--- src/rtl/sgr_pkg.sv ---
package sgr_pkg;

	// Screen and glyph geometry.
	localparam int SCREEN_W    = 240;
	localparam int SCREEN_H    = 240;
	localparam int GLYPH_COLS  = 5;
	localparam int GLYPH_ROWS  = 7;
	localparam int GLYPH_BITS  = GLYPH_COLS * GLYPH_ROWS;
	localparam int COL_AW      = $clog2(GLYPH_COLS);
	localparam int ROW_W       = $clog2(GLYPH_ROWS);

	// Field widths.
	localparam int CODE_W  = 8;
	localparam int ORG_W   = 10;
	localparam int SCALE_W = 4;
	localparam int COLOR_W = 16;
	localparam int COORD_W = 8;
	// Working width of signed positions: origin plus six dots plus one square.
	localparam int POS_W   = 12;

	localparam logic [SCALE_W-1:0] MAX_SCALE = SCALE_W'(8);
	localparam logic [COL_AW-1:0]  LAST_COL  = COL_AW'(GLYPH_COLS - 1);
	localparam logic [ROW_W-1:0]   LAST_ROW  = ROW_W'(GLYPH_ROWS - 1);

	// Character codes used by the case fold.
	localparam logic [CODE_W-1:0] CHAR_LOWER_A = 8'h61;
	localparam logic [CODE_W-1:0] CHAR_LOWER_Z = 8'h7A;
	localparam logic [CODE_W-1:0] CASE_OFFSET  = 8'h20;

	// Clipped span of one square along one axis.
	typedef struct packed {
		logic               vis;
		logic [COORD_W-1:0] lo;
		logic [SCALE_W-1:0] len;
	} span_t;

	// Font ROM: columns packed as {col4, col3, col2, col1, col0}, bit 0 is the top row.
	function automatic logic [GLYPH_BITS-1:0] glyph_bits(input logic [CODE_W-1:0] code);
		logic [GLYPH_BITS-1:0] g;
		case (code)
			"0":     g = {7'h3E, 7'h45, 7'h49, 7'h51, 7'h3E};
			"1":     g = {7'h00, 7'h40, 7'h7F, 7'h42, 7'h00};
			"2":     g = {7'h46, 7'h49, 7'h51, 7'h61, 7'h42};
			"3":     g = {7'h31, 7'h4B, 7'h45, 7'h41, 7'h21};
			"4":     g = {7'h10, 7'h7F, 7'h12, 7'h14, 7'h18};
			"5":     g = {7'h39, 7'h45, 7'h45, 7'h45, 7'h27};
			"6":     g = {7'h30, 7'h49, 7'h49, 7'h4A, 7'h3C};
			"7":     g = {7'h03, 7'h05, 7'h09, 7'h71, 7'h01};
			"8":     g = {7'h36, 7'h49, 7'h49, 7'h49, 7'h36};
			"9":     g = {7'h1E, 7'h29, 7'h49, 7'h49, 7'h06};
			"A":     g = {7'h7E, 7'h11, 7'h11, 7'h11, 7'h7E};
			"E":     g = {7'h41, 7'h49, 7'h49, 7'h49, 7'h7F};
			"F":     g = {7'h01, 7'h09, 7'h09, 7'h09, 7'h7F};
			"H":     g = {7'h7F, 7'h08, 7'h08, 7'h08, 7'h7F};
			"I":     g = {7'h00, 7'h41, 7'h7F, 7'h41, 7'h00};
			"L":     g = {7'h40, 7'h40, 7'h40, 7'h40, 7'h7F};
			"P":     g = {7'h06, 7'h09, 7'h09, 7'h09, 7'h7F};
			"S":     g = {7'h31, 7'h49, 7'h49, 7'h49, 7'h46};
			"T":     g = {7'h01, 7'h01, 7'h7F, 7'h01, 7'h01};
			"W":     g = {7'h7F, 7'h20, 7'h18, 7'h20, 7'h7F};
			"K":     g = {7'h41, 7'h22, 7'h14, 7'h08, 7'h7F};
			"R":     g = {7'h46, 7'h29, 7'h19, 7'h09, 7'h7F};
			"N":     g = {7'h7F, 7'h10, 7'h0C, 7'h02, 7'h7F};
			" ":     g = {7'h00, 7'h00, 7'h00, 7'h00, 7'h00};
			":":     g = {7'h00, 7'h00, 7'h36, 7'h36, 7'h00};
			".":     g = {7'h00, 7'h00, 7'h60, 7'h60, 7'h00};
			"-":     g = {7'h08, 7'h08, 7'h08, 7'h08, 7'h08};
			"#":     g = {7'h14, 7'h7F, 7'h14, 7'h7F, 7'h14};
			// Codes not in the font draw a hollow box.
			default: g = {7'h7F, 7'h41, 7'h41, 7'h41, 7'h7F};
		endcase
		return g;
	endfunction

	// One column of a glyph.
	function automatic logic [GLYPH_ROWS-1:0] glyph_col(input logic [CODE_W-1:0] code,
		input logic [COL_AW-1:0] col);
		logic [GLYPH_BITS-1:0] g;
		g = glyph_bits(code);
		return g[GLYPH_ROWS*int'(col) +: GLYPH_ROWS];
	endfunction

endpackage

--- src/rtl/sgr_if.sv ---
// Draw request channel.
interface sgr_req_if;
	import sgr_pkg::*;
	logic                      valid;
	logic                      ready;
	logic [CODE_W-1:0]         char_code;
	logic signed [ORG_W-1:0]   origin_x;
	logic signed [ORG_W-1:0]   origin_y;
	logic [SCALE_W-1:0]        scale;
	logic [COLOR_W-1:0]        color;

	modport source (output valid, char_code, origin_x, origin_y, scale, color, input ready);
	modport sink   (input valid, char_code, origin_x, origin_y, scale, color, output ready);
endinterface

// Rectangle result channel.
interface sgr_rsp_if;
	import sgr_pkg::*;
	logic               valid;
	logic               ready;
	logic [COORD_W-1:0] rect_x;
	logic [COORD_W-1:0] rect_y;
	logic [SCALE_W-1:0] rect_w;
	logic [SCALE_W-1:0] rect_h;
	logic [COLOR_W-1:0] fill_color;
	logic               last;

	modport source (output valid, rect_x, rect_y, rect_w, rect_h, fill_color, last,
		input ready);
	modport sink   (input valid, rect_x, rect_y, rect_w, rect_h, fill_color, last,
		output ready);
endinterface

--- src/rtl/sgr_ram.sv ---
// Generic single-write, single-read RAM with registered read data.
module sgr_ram #(
	parameter int WIDTH = 8,
	parameter int DEPTH = 8
) (
	input  logic                     clk,
	input  logic                     we,
	input  logic [$clog2(DEPTH)-1:0] waddr,
	input  logic [WIDTH-1:0]         wdata,
	input  logic                     re,
	input  logic [$clog2(DEPTH)-1:0] raddr,
	output logic [WIDTH-1:0]         rdata
);
	logic [WIDTH-1:0] mem_q [DEPTH];

	always_ff @(posedge clk) begin
		if (we) begin
			mem_q[waddr] <= wdata;
		end
		if (re) begin
			rdata <= mem_q[raddr];
		end
	end
endmodule

--- src/rtl/sgr_clip.sv ---
// Clips the span [start, start+len) to [0, limit).
module sgr_clip
	import sgr_pkg::*;
(
	input  logic signed [POS_W-1:0] start,
	input  logic [SCALE_W-1:0]      len,
	input  logic signed [POS_W-1:0] limit,
	output span_t                   span
);
	logic signed [POS_W-1:0] lo_pos;
	logic signed [POS_W-1:0] hi_pos;
	logic signed [POS_W-1:0] hi_clip;
	logic signed [POS_W-1:0] diff;

	always_comb begin
		lo_pos  = start[POS_W-1] ? '0 : start;
		hi_pos  = start + signed'({{(POS_W-SCALE_W){1'b0}}, len});
		hi_clip = (hi_pos > limit) ? limit : hi_pos;
		diff    = hi_clip - lo_pos;
		span.vis = (diff > 0);
		span.lo  = lo_pos[COORD_W-1:0];
		span.len = diff[SCALE_W-1:0];
	end
endmodule

--- src/rtl/scaled_glyph_rect_generator.sv ---
// Draws one 5x7 font character as a list of filled squares. A request is taken only
// while the block is idle; it then writes the five glyph columns into a small column
// RAM, scans the 35 dots one per cycle reading a column from that RAM (a visible dot
// stalls while the held square cannot move out), and closes in a done state that hands
// over the final square with last set, or an all-zero square with last set when nothing
// is visible. Ready returns only once the done state has handed over its result, so a
// new character is not taken before the last one is through. One visible square is
// held back so that last can be set on the final one.
module scaled_glyph_rect_generator
	import sgr_pkg::*;
(
	input  logic      clk,
	input  logic      arst_n,
	sgr_req_if.sink   req,
	sgr_rsp_if.source rsp
);
	typedef enum logic [1:0] {ST_IDLE, ST_LOAD, ST_SCAN, ST_DONE} state_t;

	state_t                  state_q;
	logic [CODE_W-1:0]       code_q;
	logic signed [POS_W-1:0] oy_q;
	logic signed [POS_W-1:0] px_q;
	logic signed [POS_W-1:0] py_q;
	logic [SCALE_W-1:0]      scale_q;
	logic [COLOR_W-1:0]      color_q;
	logic [COL_AW-1:0]       ld_q;
	logic [COL_AW-1:0]       cx_q;
	logic [ROW_W-1:0]        cy_q;

	// Held-back square and output register.
	logic                    pend_v_q;
	logic [COORD_W-1:0]      pend_x_q;
	logic [COORD_W-1:0]      pend_y_q;
	logic [SCALE_W-1:0]      pend_w_q;
	logic [SCALE_W-1:0]      pend_h_q;
	logic                    out_v_q;
	logic [COORD_W-1:0]      out_x_q;
	logic [COORD_W-1:0]      out_y_q;
	logic [SCALE_W-1:0]      out_w_q;
	logic [SCALE_W-1:0]      out_h_q;
	logic [COLOR_W-1:0]      out_c_q;
	logic                    out_last_q;

	logic [GLYPH_ROWS-1:0]   col_data;
	logic                    ram_re;
	logic [COL_AW-1:0]       ram_raddr;
	span_t                   span_x;
	span_t                   span_y;
	logic                    hit;
	logic                    out_free;
	logic                    out_load;
	logic                    advance;
	logic [CODE_W-1:0]       req_code;
	logic signed [POS_W-1:0] scale_ext;

	// Column RAM holding the glyph of the current character.
	sgr_ram #(
		.WIDTH(GLYPH_ROWS),
		.DEPTH(GLYPH_COLS)
	) u_col_ram (
		.clk   (clk),
		.we    (state_q == ST_LOAD),
		.waddr (ld_q),
		.wdata (glyph_col(code_q, ld_q)),
		.re    (ram_re),
		.raddr (ram_raddr),
		.rdata (col_data)
	);

	// Clipping of the current dot's square on both axes.
	sgr_clip u_clip_x (
		.start (px_q),
		.len   (scale_q),
		.limit (POS_W'(SCREEN_W)),
		.span  (span_x)
	);

	sgr_clip u_clip_y (
		.start (py_q),
		.len   (scale_q),
		.limit (POS_W'(SCREEN_H)),
		.span  (span_y)
	);

	// Scan control and case fold of the request code: a visible dot stalls only when the held square cannot move out.
	always_comb begin
		req_code  = req.char_code;
		if (req.char_code >= CHAR_LOWER_A && req.char_code <= CHAR_LOWER_Z) begin
			req_code = req.char_code - CASE_OFFSET;
		end
		scale_ext = signed'({{(POS_W-SCALE_W){1'b0}}, scale_q});
		hit       = col_data[cy_q] && span_x.vis && span_y.vis;
		out_free  = !out_v_q || rsp.ready;
		advance   = (state_q == ST_SCAN) && !(hit && pend_v_q && !out_free);
		out_load  = (advance && hit && pend_v_q) || (state_q == ST_DONE && out_free);
		ram_re    = 1'b0;
		ram_raddr = '0;
		if (state_q == ST_LOAD && ld_q == LAST_COL) begin
			ram_re = 1'b1;
		end else if (advance && cy_q == LAST_ROW && cx_q != LAST_COL) begin
			ram_re    = 1'b1;
			ram_raddr = cx_q + COL_AW'(1);
		end
	end

	assign req.ready      = (state_q == ST_IDLE);
	assign rsp.valid      = out_v_q;
	assign rsp.rect_x     = out_x_q;
	assign rsp.rect_y     = out_y_q;
	assign rsp.rect_w     = out_w_q;
	assign rsp.rect_h     = out_h_q;
	assign rsp.fill_color = out_c_q;
	assign rsp.last       = out_last_q;

	// Sequencer with the held square and the output register.
	always_ff @(posedge clk or negedge arst_n) begin
		if (!arst_n) begin
			state_q    <= ST_IDLE;
			code_q     <= '0;
			oy_q       <= '0;
			px_q       <= '0;
			py_q       <= '0;
			scale_q    <= '0;
			color_q    <= '0;
			ld_q       <= '0;
			cx_q       <= '0;
			cy_q       <= '0;
			pend_v_q   <= 1'b0;
			pend_x_q   <= '0;
			pend_y_q   <= '0;
			pend_w_q   <= '0;
			pend_h_q   <= '0;
			out_v_q    <= 1'b0;
			out_x_q    <= '0;
			out_y_q    <= '0;
			out_w_q    <= '0;
			out_h_q    <= '0;
			out_c_q    <= '0;
			out_last_q <= 1'b0;
		end else begin
			// The output register takes a new square or empties once its transaction is done.
			if (out_load) begin
				out_v_q <= 1'b1;
			end else if (out_v_q && rsp.ready) begin
				out_v_q <= 1'b0;
			end
			unique case (state_q)
				ST_IDLE: begin
					if (req.valid) begin
						code_q  <= req_code;
						px_q    <= POS_W'(req.origin_x);
						py_q    <= POS_W'(req.origin_y);
						oy_q    <= POS_W'(req.origin_y);
						scale_q <= (req.scale > MAX_SCALE) ? MAX_SCALE : req.scale;
						color_q <= req.color;
						ld_q    <= '0;
						cx_q    <= '0;
						cy_q    <= '0;
						state_q <= ST_LOAD;
					end
				end
				ST_LOAD: begin
					ld_q <= ld_q + COL_AW'(1);
					if (ld_q == LAST_COL) begin
						state_q <= ST_SCAN;
					end
				end
				ST_SCAN: begin
					if (advance) begin
						if (hit) begin
							if (pend_v_q) begin
								out_x_q    <= pend_x_q;
								out_y_q    <= pend_y_q;
								out_w_q    <= pend_w_q;
								out_h_q    <= pend_h_q;
								out_c_q    <= color_q;
								out_last_q <= 1'b0;
							end
							pend_v_q <= 1'b1;
							pend_x_q <= span_x.lo;
							pend_y_q <= span_y.lo;
							pend_w_q <= span_x.len;
							pend_h_q <= span_y.len;
						end
						if (cy_q == LAST_ROW) begin
							cy_q <= '0;
							py_q <= oy_q;
							cx_q <= cx_q + COL_AW'(1);
							px_q <= px_q + scale_ext;
							if (cx_q == LAST_COL) begin
								state_q <= ST_DONE;
							end
						end else begin
							cy_q <= cy_q + ROW_W'(1);
							py_q <= py_q + scale_ext;
						end
					end
				end
				ST_DONE: begin
					if (out_free) begin
						out_last_q <= 1'b1;
						out_x_q    <= pend_v_q ? pend_x_q : '0;
						out_y_q    <= pend_v_q ? pend_y_q : '0;
						out_w_q    <= pend_v_q ? pend_w_q : '0;
						out_h_q    <= pend_v_q ? pend_h_q : '0;
						out_c_q    <= pend_v_q ? color_q : '0;
						pend_v_q   <= 1'b0;
						state_q    <= ST_IDLE;
					end
				end
				default: state_q <= ST_IDLE;
			endcase
		end
	end

	// No square is held back between characters.
	a_idle_no_pend: assert property (@(posedge clk) disable iff (!arst_n)
		(state_q == ST_IDLE) |-> !pend_v_q)
		else $error("held square left over in idle");

	// Only the empty closing result has zero width, and it carries last.
	a_empty_is_last: assert property (@(posedge clk) disable iff (!arst_n)
		(out_v_q && out_w_q == '0) |-> (out_last_q && out_h_q == '0 && out_c_q == '0))
		else $error("empty result without last");

	// Every visible square lies on screen and is no larger than one dot.
	a_rect_bounds: assert property (@(posedge clk) disable iff (!arst_n)
		(out_v_q && out_w_q != '0) |-> (int'(out_x_q) < SCREEN_W
		&& int'(out_y_q) < SCREEN_H && out_w_q <= MAX_SCALE && out_h_q <= MAX_SCALE))
		else $error("square outside screen or oversized");

	// An accepted request starts the glyph load.
	a_accept_loads: assert property (@(posedge clk) disable iff (!arst_n)
		(req.valid && req.ready) |=> (state_q == ST_LOAD && ld_q == '0))
		else $error("request accepted without glyph load");
endmodule
--- src/flat_wrapper.sv ---
// flat-port wrapper written by rule: the top's interface ports become plain ports
module scaled_glyph_rect_generator_flat import sgr_pkg::*;
  (clk, arst_n, req_valid, req_char_code, req_origin_x, req_origin_y, req_scale, req_color, req_ready, rsp_valid, rsp_rect_x, rsp_rect_y, rsp_rect_w, rsp_rect_h, rsp_fill_color, rsp_last, rsp_ready);
  sgr_req_if req_i ();
  sgr_rsp_if rsp_i ();
  input  logic clk;
  input  logic arst_n;
  input wire logic [$bits(req_i.valid)-1:0] req_valid;
  input wire logic [$bits(req_i.char_code)-1:0] req_char_code;
  input wire logic [$bits(req_i.origin_x)-1:0] req_origin_x;
  input wire logic [$bits(req_i.origin_y)-1:0] req_origin_y;
  input wire logic [$bits(req_i.scale)-1:0] req_scale;
  input wire logic [$bits(req_i.color)-1:0] req_color;
  output wire logic [$bits(req_i.ready)-1:0] req_ready;
  output wire logic [$bits(rsp_i.valid)-1:0] rsp_valid;
  output wire logic [$bits(rsp_i.rect_x)-1:0] rsp_rect_x;
  output wire logic [$bits(rsp_i.rect_y)-1:0] rsp_rect_y;
  output wire logic [$bits(rsp_i.rect_w)-1:0] rsp_rect_w;
  output wire logic [$bits(rsp_i.rect_h)-1:0] rsp_rect_h;
  output wire logic [$bits(rsp_i.fill_color)-1:0] rsp_fill_color;
  output wire logic [$bits(rsp_i.last)-1:0] rsp_last;
  input wire logic [$bits(rsp_i.ready)-1:0] rsp_ready;
  assign req_i.valid = req_valid;
  assign req_i.char_code = req_char_code;
  assign req_i.origin_x = req_origin_x;
  assign req_i.origin_y = req_origin_y;
  assign req_i.scale = req_scale;
  assign req_i.color = req_color;
  assign req_ready = req_i.ready;
  assign rsp_valid = rsp_i.valid;
  assign rsp_rect_x = rsp_i.rect_x;
  assign rsp_rect_y = rsp_i.rect_y;
  assign rsp_rect_w = rsp_i.rect_w;
  assign rsp_rect_h = rsp_i.rect_h;
  assign rsp_fill_color = rsp_i.fill_color;
  assign rsp_last = rsp_i.last;
  assign rsp_i.ready = rsp_ready;
  scaled_glyph_rect_generator u_core (.clk(clk), .arst_n(arst_n), .req(req_i), .rsp(rsp_i));
endmodule
--- config.mk ---
export PLATFORM = sky130hd
export DESIGN_NAME = scaled_glyph_rect_generator_flat
export DESIGN_NICKNAME = d
export VERILOG_FILES = /design/src/rtl/sgr_pkg.sv /design/src/rtl/sgr_if.sv /design/src/rtl/sgr_ram.sv /design/src/rtl/sgr_clip.sv /design/src/rtl/scaled_glyph_rect_generator.sv /design/src/flat_wrapper.sv
export SDC_FILE = /design/constraint.sdc
export NUM_CORES = 1
export LEC_CHECK = 0
export BUFFER_PORTS_ARGS = -buffer_cell sky130_fd_sc_hd__buf_2
export CORE_ASPECT_RATIO = 0.9
export CORE_UTILIZATION = 61
export DETAILED_ROUTE_END_ITERATION = 8
export PLACE_DENSITY = 0.81
export SYNTH_ARGS = -nofsm -noshare
export SYNTH_HDL_FRONTEND = slang
export SYNTH_MEMORY_MAX_BITS = 65536
export SYNTH_SLANG_ARGS = --single-unit
--- constraint.sdc ---
create_clock -name clk -period 6.4 [get_ports clk]
set_input_delay 0.32 -clock clk [delete_from_list [all_inputs] [get_ports clk]]
set_output_delay 0.32 -clock clk [all_outputs]
set_load 0.01 [all_outputs]
# [After elaboration in Yosys (flattened, before gate mapping)]
# Memory sizes are Yosys's and may differ from the RTL's. A register that Yosys moved wholly into a read port is not among the register bits.
# Cells that the tools add are included.
[op_classes] mux=79 n_mul=1 n_eq_ne=15 shifts=1 addsub=8 n_reduce_logical=31 n_lt_le_gt_ge=8
[ops] operator="$mux 12" count=8
[ops] operator="$mux 8" count=11
[ops] operator="$mux 16" count=5
[ops] operator="$pmux 12 s2" count=2
[ops] operator="$mux 4" count=11
[ops] operator="$mux 35" count=1
[ops] operator="$shiftx 35x32->7" count=1
[ops] operator="$pmux 16 s2" count=1
[ops] operator="$pmux 8 s2" count=2
[ops] operator="$add 12x5->12" count=2
[ops] operator="$gt 12x1->1 const B" count=2
[ops] operator="$gt 12x9->1 const B" count=2
[ops] operator="$sub 12x12->12" count=2
[ops] operator="$mux 11" count=2
[ops] operator="$mux 3" count=7
[ops] operator="$pmux 3 s2" count=3
[ops] operator="$pmux 4 s2" count=2
[ops] operator="$mux 1" count=14
[ops] operator="$logic_and 1x1->1" count=13
[ops] operator="$mux 2" count=6
[ops] operator="$ne 2x1->1 const B" count=5
[ops] operator="$add 3x1->3 const B" count=3
[ops] operator="$eq 3x3->1 const B" count=3
[ops] operator="$ge 8x7->1 const B" count=1
[ops] operator="21 further kinds" count=34
[totals] romBits=4480 reg_bits=140 mem_bits_rw=35 word_cells=167 mem_count=2 in_bits=52 output_inout_bits=43
[mem_list] memory="(no name shown)" words=128 word_bits=35 rd=1 rd_ports_with_merged_regs=0 write_ports=0 line="sgr_pkg.sv:40" text="case (code)"
[mem_list] memory="u_core.u_col_ram.mem_q" words=5 word_bits=7 rd=1 rd_ports_with_merged_regs=1 write_ports=1 line="sgr_ram.sv:14" text="logic [WIDTH-1:0] mem_q [DEPTH];"

# [Depth between registers and ports, before layout]
# Gate-level depths: netlist of run 1.
[logic_depth] ltp_word=15 mapped_depth=25 depth_no_buf=23

# [Modules after synthesis]
# From an unflattened synthesis of run 1, not the netlist that was laid out.
[unflattened] cells_unflattened=1341 hier_area_um2=12783.5
[by_module_without_submodules] mod="scaled_glyph_rect_generator" instances=1 cells_per_inst=874 seq_area_each_um2=3503.4 area_per_inst_um2=8378.0
[by_module_without_submodules] mod="sgr_ram" instances=1 cells_per_inst=88 seq_area_each_um2=1261.2 area_per_inst_um2=1610.3
[by_module_without_submodules] mod="sgr_clip at u_core.u_clip_x" instances=1 cells_per_inst=191 seq_area_each_um2=0.0 area_per_inst_um2=1431.4
[by_module_without_submodules] mod="sgr_clip at u_core.u_clip_y" instances=1 cells_per_inst=188 seq_area_each_um2=0.0 area_per_inst_um2=1363.8

# [Worst setup path after synthesis of run 1]
# OpenSTA, ideal clock, no wires.
[synth_timing] kind="reg2reg" from="reg u_core.scale_q[0]" to="reg u_core.u_col_ram.rdata[0] (read register of u_core.u_col_ram.mem_q), enable pin" setup_ps=381 path_stages_with_launch=22 arrival_time_ps=4740 slack_ps=1280 t_required_ps=6019 synth_period_minus_slack_ps=5120 n_path_buf=0 path_cell_list="dfrtp_1 ha_1 inv_1 fa_1 nor2b_1 o21ai_0 nand2b_1 nand3_1 nor2_1 xnor2_1 a41oi_1 nand2b_1 ha_1 fa_1 nand2_1 or4_1 a211oi_2 o2111ai_1 o31a_1 nand4_2 nor2_1 o21ai_0"
[synth_between] elab_chain_len=15 word_cells_on_any_way=22 cone_classes="add/sub (4); order compare (4); mux (6); reduce/logical (8)"
[synth_rtl] item="start: declaration" line="scaled_glyph_rect_generator.sv:24" text="logic [SCALE_W-1:0] scale_q;"
[synth_rtl] item="start signal: assignment" line="scaled_glyph_rect_generator.sv:154" text="scale_q <= (req.scale > MAX_SCALE) ? MAX_SCALE : req.scale;"
[synth_rtl] item="$add 12x5->12" line="sgr_clip.sv:17" text="hi_pos = start + signed'({{(POS_W-SCALE_W){1'b0}}, len});"
[synth_rtl] item="$gt 12x9->1" line="sgr_clip.sv:18" text="hi_clip = (hi_pos > limit) ? limit : hi_pos;"
[synth_rtl] item="$mux 12" line="sgr_clip.sv:18"
[synth_rtl] item="$sub 12x12->12" line="sgr_clip.sv:19" text="diff = hi_clip - lo_pos;"
[synth_rtl] item="$gt 12x1->1" line="sgr_clip.sv:20" text="span.vis = (diff > 0);"
[synth_rtl] item="$logic_and 1x1->1" line="scaled_glyph_rect_generator.sv:92" text="hit = col_data[cy_q] && span_x.vis && span_y.vis;"
[synth_rtl] item="$logic_and 1x1->1 (*)" line="scaled_glyph_rect_generator.sv:92"
[synth_rtl] item="$logic_and 1x1->1 (*) (2 in a row)" line="scaled_glyph_rect_generator.sv:94" text="advance = (state_q == ST_SCAN) && !(hit && pend_v_q && !out_free);"
[synth_rtl] item="$logic_not 1->1 (*)" line="scaled_glyph_rect_generator.sv:94"
[synth_rtl] item="$logic_and 1x1->1 (*)" line="scaled_glyph_rect_generator.sv:94"
[synth_rtl] item="$logic_and 1x1->1 (*) (2 in a row)" line="scaled_glyph_rect_generator.sv:100" text="end else if (advance && cy_q == LAST_ROW && cx_q != LAST_COL) begin"
[synth_rtl] item="$mux 1 (*)" line="scaled_glyph_rect_generator.sv:100"
[synth_rtl] item="$mux 1 (*)" line="scaled_glyph_rect_generator.sv:98" text="if (state_q == ST_LOAD && ld_q == LAST_COL) begin"
[synth_rtl] item="via u_core.ram_re" line="scaled_glyph_rect_generator.sv:45" text="logic ram_re;"
[synth_rtl] item="end: declaration" line="sgr_ram.sv:12" text="output logic [WIDTH-1:0] rdata"
# The timed path passes the listed nets; every way through them passes the cells marked *.
# A chain may end at the register's enable or synchronous reset.

# [Worst setup path in the final report of run 1]
[layout_timing] from="reg u_core.px_q[0]" to="reg u_core.cx_q[0]"
[layout_between] elab_chain_len=13 word_cells_on_any_way=14 cone_classes="add/sub (2); order compare (2); eq/ne (1); mux (2); reduce/logical (7)"
[layout_rtl] item="start: declaration" line="scaled_glyph_rect_generator.sv:22" text="logic signed [POS_W-1:0] px_q;"
[layout_rtl] item="start signal: assignment" line="scaled_glyph_rect_generator.sv:151" text="px_q <= POS_W'(req.origin_x);"
[layout_rtl] item="start signal: assignment" line="scaled_glyph_rect_generator.sv:189" text="px_q <= px_q + scale_ext;"
[layout_rtl] item="$add 12x5->12" line="sgr_clip.sv:17"
[layout_rtl] item="$gt 12x9->1" line="sgr_clip.sv:18"
[layout_rtl] item="$mux 12" line="sgr_clip.sv:18"
[layout_rtl] item="$sub 12x12->12 (*)" line="sgr_clip.sv:19"
[layout_rtl] item="$gt 12x1->1 (*)" line="sgr_clip.sv:20"
[layout_rtl] item="$logic_and 1x1->1 (*) (2 in a row)" line="scaled_glyph_rect_generator.sv:92"
[layout_rtl] item="$logic_and 1x1->1 (*) (2 in a row)" line="scaled_glyph_rect_generator.sv:94"
[layout_rtl] item="$logic_not 1->1 (*)" line="scaled_glyph_rect_generator.sv:94"
[layout_rtl] item="$logic_and 1x1->1 (*)" line="scaled_glyph_rect_generator.sv:94"
[layout_rtl] item="$ne 2x1->1 (no source line) (*)"
[layout_rtl] item="$reduce_and 4->1 (no source line) (*)"
[layout_rtl] item="end signal: assignment" line="scaled_glyph_rect_generator.sv:188" text="cx_q <= cx_q + COL_AW'(1);"
[layout_rtl] item="end: declaration" line="scaled_glyph_rect_generator.sv:27" text="logic [COL_AW-1:0] cx_q;"
# Mark *: on every way between the ends. The rest lies on a longest branch, timed or not.

==> results of run 1 <==
## critical path, cell delays in order, from the launching register on
cell and delay [ps]:
dfrtp_1 380, ha_1 220, inv_1 70, fa_1 390
nor2b_1 120, o21ai_0 100, nand2b_1 180, nand3_1 210
nor2_1 180, xnor2_1 210, a41oi_1 370, or3_1 470
ha_1 510, a211oi_2 160, o31a_1 320, o221a_1 230
o2111ai_1 180, o31a_1 180, nand4_2 320, o31a_4 540
and3_1 280, mux2_2 280
## metal layers
metal,global-route usage,vias to the layer above
li1,-,4785
met1,0.411,4985
met2,0.518,427
met3,0.0544,66
met4,0.125,0
met5,0,-
## worst max path at each step
stage	startpoint	endpoint	slack, ps	cells after the start
floorplan	u_core.scale_q[0]	u_core.u_col_ram.rdata[0]	1280	21
global placement	u_core.scale_q[0]	u_core.px_q[2]	660	22
detailed placement	u_core.px_q[0]	u_core.px_q[3]	540	22
CTS	u_core.scale_q[0]	u_core.px_q[3]	490	21
global route	u_core.px_q[0]	u_core.px_q[8]	30	21
finish	u_core.px_q[0]	u_core.cx_q[0]	380	21
## power groups by stage
stage                     combinational (W)  sequential, W  clock [W]
after CTS                           0.00491        0.00209    0.00103
final                               0.00502        0.00210    0.00102
after global routing                0.00549        0.00215    0.00108
after global placement              0.00472        0.00208          0
after detailed placement            0.00484        0.00210          0
after floorplan                     0.00380        0.00197          0
## logic make-up (layout without fill, tap and decap cells)
kind of cell               Yosys count  count (layout)  synth area share
buffers and inverters              164             222            0.0570
DFF                                182             182             0.402
muxes                              102             102            0.0922
and+or+nand+nor                    403             403             0.162
adders and majority gates           52              52            0.0574
AOI/OAI and AO/OA                  366             367             0.207
xor gates and xnor gates            29              29            0.0220
## cell type report
cell class,instances,area (sq um),area share
clock buffers,20,440,0.0340
clock inverters,12,118,0.00907
inverters,81,304,0.0234
multi-input cells,953,6440,0.496
flip-flops and latches,182,4760,0.367
well taps,250,313,0.0241
repair buffers,109,592,0.0456
## synthesized netlist by cell type, types with 11 or more instances
| master | number | share of area |
|---|---|---|
| xnor2_1 | 12 | 0.0089 |
| nor2_1 | 87 | 0.028 |
| nor2b_1 | 21 | 0.011 |
| o221ai_1 | 11 | 0.0081 |
| a21oi_1 | 66 | 0.028 |
| ha_1 | 48 | 0.051 |
| nand2_1 | 149 | 0.047 |
| clkbuf_1 | 59 | 0.019 |
| a22o_1 | 11 | 0.0081 |
| a21o_1 | 13 | 0.0082 |
| xor2_1 | 16 | 0.012 |
| o211ai_1 | 14 | 0.0089 |
| inv_1 | 80 | 0.025 |
| nand2b_1 | 40 | 0.021 |
| o31ai_1 | 27 | 0.017 |
| nand3_1 | 24 | 0.010 |
| dfrtp_1 | 140 | 0.30 |
| edfxtp_1 | 42 | 0.11 |
| nor3_1 | 24 | 0.010 |
| a31oi_1 | 21 | 0.011 |
| mux2i_1 | 53 | 0.045 |
| o21ai_0 | 98 | 0.041 |
| mux2_2 | 48 | 0.046 |
## per-stage QoR
stage                     hold WS, ps  total power [W]  instance area (sq um)   util  instances
after floorplan                  24.4          0.00576                  11900      -       1298
after global placement            393          0.00680                  12400  0.649       1573
after detailed placement          401          0.00695                  12400  0.649       1573
after CTS                        95.7          0.00802                  13000  0.679       1606
after global routing              101          0.00871                  13000  0.679       1607
final                             105          0.00814                  13000  0.679       1607
## sequential cells by signal, indices dropped and copies added (netlist names), 8 cells and up
name                    cells
u_core.py_q                12
u_core.code_q               8
u_core.u_col_ram.mem_q     35
u_core.color_q             16
u_core.rsp.fill_color      16
u_core.rsp.rect_y           8
u_core.px_q                12
u_core.pend_y_q             8
u_core.pend_x_q             8
u_core.oy_q                10
u_core.rsp.rect_x           8
## timing repair
item | CTS | global route
endpoints found under the hold margin | 77 | 0
endpoints found under the setup margin | 0 | 2
hold buffers | 1 | 0
==> impl_metrics.ini, run 1 <==
[power_and_ir_drop]
p_leak_nw = 5.71
intPower_w = 0.00417
pwr-share-seq = 0.258
p_switching_w = 0.00397
swShare = 0.488
peakVddDrop_mv = 0.277
share_comb_of_total_power = 0.617
pwr-share-clk = 0.125
power_density_nw_per_um2 = 628

[global_routing]
antenna_found_initial = 0
grt_usage = 0.314
grt_max_degree = 79
grt_pass1_wl_um = 49400
gr-total-overflow = 0
grt_pass1_vias = 9703

[critical_path]
crit_fanout = 16
ff2ff_path_depth = 21
cp.arrival_ps = 6350
crit_required_ps = 6720
start_kind = flop
r2r_start = u_core.px_q[0]
r2r_setup_slack_ps = 380
r2r-end = u_core.cx_q[0]
worst_setup_path_end_kind = flop
crit_type = reg2reg

[min_path]
hp-class = in2reg
holdPathEnd = u_core.color_q[15]
worstHoldStart = req_color[15]
min_path_cells = 2

[timing]
finalSetupViolCount = 0
finalClockSkew_ps = 11.2
min_period_ps = 6020
hold_viol = 0
tightest_slew_ps = 1130
rsz0062_at_grt = false
fin_ws_ps = 378
fin_crit_sh = 0.941
timing.slew.headroom = 0.242
report.final.slew_viol_count = 0
final.setup.tns_ps = 0
fmax_mhz = 166

[finish]
layout.nets = 1448
diodes = 0
syn2layout_area_growth_pct = 9.37
drive_above_1_share = 0.155
nFillCells = 1503
final_common_cell = nand2_1
final_cell_mix = 148 x nand2_1, 140 x dfrtp_1, 98 x o21ai_0, 93 x buf_2, 87 x nor2_1

[yosys]
dominantRegCellSynth = dfrtp_1
synth_cells = 1298
synth_cell_type_count = 86
ys_warn_count = 0
syn_area_per_cell_sq_um = 9.14
synth_seq_cells = 182
synth-async-reset-ratio = 0.769
syn-num-nets = 1402
synth_edf_count = 42
seq_area_frac_synth = 0.402
synth_area_sq_um = 11900

[clock_network]
post_cts_buffers = 0
cts_tree = yes
cts_sinks = 182
cts_buffer_depth = 2
clk_latency_ps = 440
cts_buffers = 17
cts_resized = 0
path_clk_slew_ps = 70
cts-root-buf = clkbuf_16
cts-htree-levels = 4

[drt]
firstDrtPassIters = 5
via_per_inst = 6.39
ant_nets = 0
route.met2.wl_um = 15000
routedWlPerCell_um = 19.2
wl_met1_um = 13100
drtIter0Drc = 952
dr_wl_met3_um = 2010
vias = 10263
routed.top_layer = met4
wirelength_um = 30900
route.detailed.drc = 0

[die]
rows = 48
pin_count = 95
core_area_sq_um = 19100
die_y_um = 134
dieArea_sq_um = 20000
start_util = 0.621
die_w_um = 149

[outcome]
status = complete, no violations

[run]
cap_violations = 0

[placed_design]
globalplace.congestion = 0.978
port_buffers = 94
pre_cts_ws_ps = 537
hpwl_um = 21600
No activity file was read; power rests on OpenSTA's default activity.
==> run 2: changes to the inputs <==
--- a/config.mk
+++ b/config.mk
@@ -7,6 +7,7 @@
 export LEC_CHECK = 0
 export BUFFER_PORTS_ARGS = -buffer_cell sky130_fd_sc_hd__buf_2
 export CORE_ASPECT_RATIO = 0.9
+export CORE_MARGIN = 2
 export CORE_UTILIZATION = 61
 export DETAILED_ROUTE_END_ITERATION = 8
 export PLACE_DENSITY = 0.81
==> impl_metrics.ini, run 2 (synthesized netlist as in run 1, its figures left out) <==
[global_routing]
grt_max_degree = 76
gr-total-overflow = 0
antenna_found_initial = 0
grt_pass1_wl_um = 51000
grt_pass1_vias = 9997
grt_usage = 0.315

[clock_network]
cts_sinks = 182
clk_latency_ps = 440
post_cts_buffers = 0
cts-htree-levels = 4
cts-root-buf = clkbuf_16
cts_buffers = 17
cts_tree = yes
cts_buffer_depth = 2
path_clk_slew_ps = 70

[power_and_ir_drop]
peakVddDrop_mv = 0.253
share_comb_of_total_power = 0.616
pwr-share-clk = 0.129
intPower_w = 0.00422
p_leak_nw = 5.72
swShare = 0.485
p_switching_w = 0.00398
pwr-share-seq = 0.256
power_density_nw_per_um2 = 631

[critical_path]
slowest_stage = o31a_4
cp.arrival_ps = 6330
critPathMaxStageDelay_ps = 530
worst_setup_path_end_kind = flop
path_cells = ha_1, fa_1, a21o_1, a21oi_1, nor2_1, nand3_1, xor2_1, nand3_1, o21ai_1, and2_1, ha_1, nor2b_1, o31ai_1, a21oi_1, and3_1, o2111ai_1, nand4_2, o31a_4, and3_1, mux2_2
start_kind = flop
crit_type = reg2reg
crit_required_ps = 6720
crit_fanout = 31

[timing]
fin_crit_sh = 0.939
rsz0062_at_grt = false
hold_viol = 0
finalSetupViolCount = 0
finalClockSkew_ps = 16.8
report.final.slew_viol_count = 0
fmax_mhz = 166
min_period_ps = 6010
timing.slew.headroom = 0.280
tightest_slew_ps = 1080
final.setup.tns_ps = 0

[die]
dieArea_sq_um = 20600
core_area_sq_um = 19100
die_w_um = 151
start_util = 0.621
die_y_um = 136
pin_count = 95
rows = 48

[outcome]
status = complete, no violations

[drt]
vias = 10359
firstDrtPassIters = 6
via_per_inst = 6.45
route.detailed.drc = 0
drtIter0Drc = 1198
routedWlPerCell_um = 19.7
ant_nets = 0
wirelength_um = 31600

[placed_design]
globalplace.congestion = 0.957
placed_cell_area_sq_um = 12400
port_buffers = 94
hpwl_um = 22000

[finish]
stdcell_area_sq_um = 13000
diodes = 0
final_common_cell = nand2_1
final_cell_mix = 147 x nand2_1, 140 x dfrtp_1, 98 x o21ai_0, 93 x buf_2, 87 x nor2_1
largest_reg_flops = 35
syn2layout_area_growth_pct = 9.60
layout.nets = 1448
max_flop_register = u_core.u_col_ram.mem_q
drive_above_1_share = 0.154
fin_util = 0.681

[run]
cap_violations = 0

[min_path]
hp-class = in2reg
## run 2: what timing repair did
action	in CTS	in global routing
resized for setup	0	2
endpoints found under the hold margin	74	0
setup endpoints to repair	0	9
hold buffers	1	0
## run 2: area by class of cell
| class | count | area, sq um |
|---|---|---|
| Clock buffer | 23 | 479 |
| Clock inverter | 7 | 98.8 |
| Fill cell | 1501 | 6100 |
| Inverter | 81 | 304 |
| Multi-Input combinational cell | 952 | 6440 |
| Sequential cell | 182 | 4760 |
| Tap cell | 250 | 313 |
| Timing Repair Buffer | 110 | 599 |
## run 2: path summary, 6_finish.rpt
check	from	to	slack (ps)	depth (start not counted)
setup / recovery	u_core.scale_q[0]	u_core.cx_q[0]	390	20
hold / removal	req_color[15]	u_core.color_q[15]	110	2
setup reg to reg	u_core.scale_q[0]	u_core.cx_q[0]	390	20
hold reg to reg	u_core.oy_q[8]	u_core.oy_q[8]	480	2
max in group asynchronous	arst_n	u_core.rsp.valid	4570	3
min in group asynchronous	arst_n	u_core.rsp.fill_color[13]	470	2
## run 2: layer usage
metal	global-route usage	wire [um]	vias up
met5	0	0	-
met1	0.425	13300	4976
met4	0.141	1170	0
met2	0.504	14900	520
li1	-	-	4764
met3	0.0463	2210	99
## run 2: stage by stage
step | total power [W] | setup slack, ps | hold WS (ps) | instances
finish | 0.00820 | 393 | 106 | 1605
global route | 0.00879 | 47.1 | 103 | 1605
CTS | 0.00808 | 370 | 101 | 1605
detailed placement | 0.00696 | 420 | 393 | 1574
global placement | 0.00683 | 633 | 377 | 1574
floorplan | 0.00576 | 1280 | 24.4 | 1298
## run 2: critical path, delay by kind of cell, from the launching register on
family / cells / cell delay, ps
AOI/OAI and AO/OA: 7 / 2240
muxes: 1 / 280
xor gates and xnor gates: 1 / 320
adders and majority gates: 3 / 960
and+or+nand+nor: 8 / 1660
DFF: 1 / 400
## run 2: power groups by stage
stage          logic [W]  clock network, W  registers [W]
6_report         0.00505           0.00105        0.00210
2_1_floorplan    0.00380                 0        0.00197
4_1_cts          0.00494           0.00106        0.00208
3_3_place_gp     0.00475                 0        0.00208
5_1_grt          0.00552           0.00111        0.00215
3_5_place_dp     0.00487                 0        0.00210
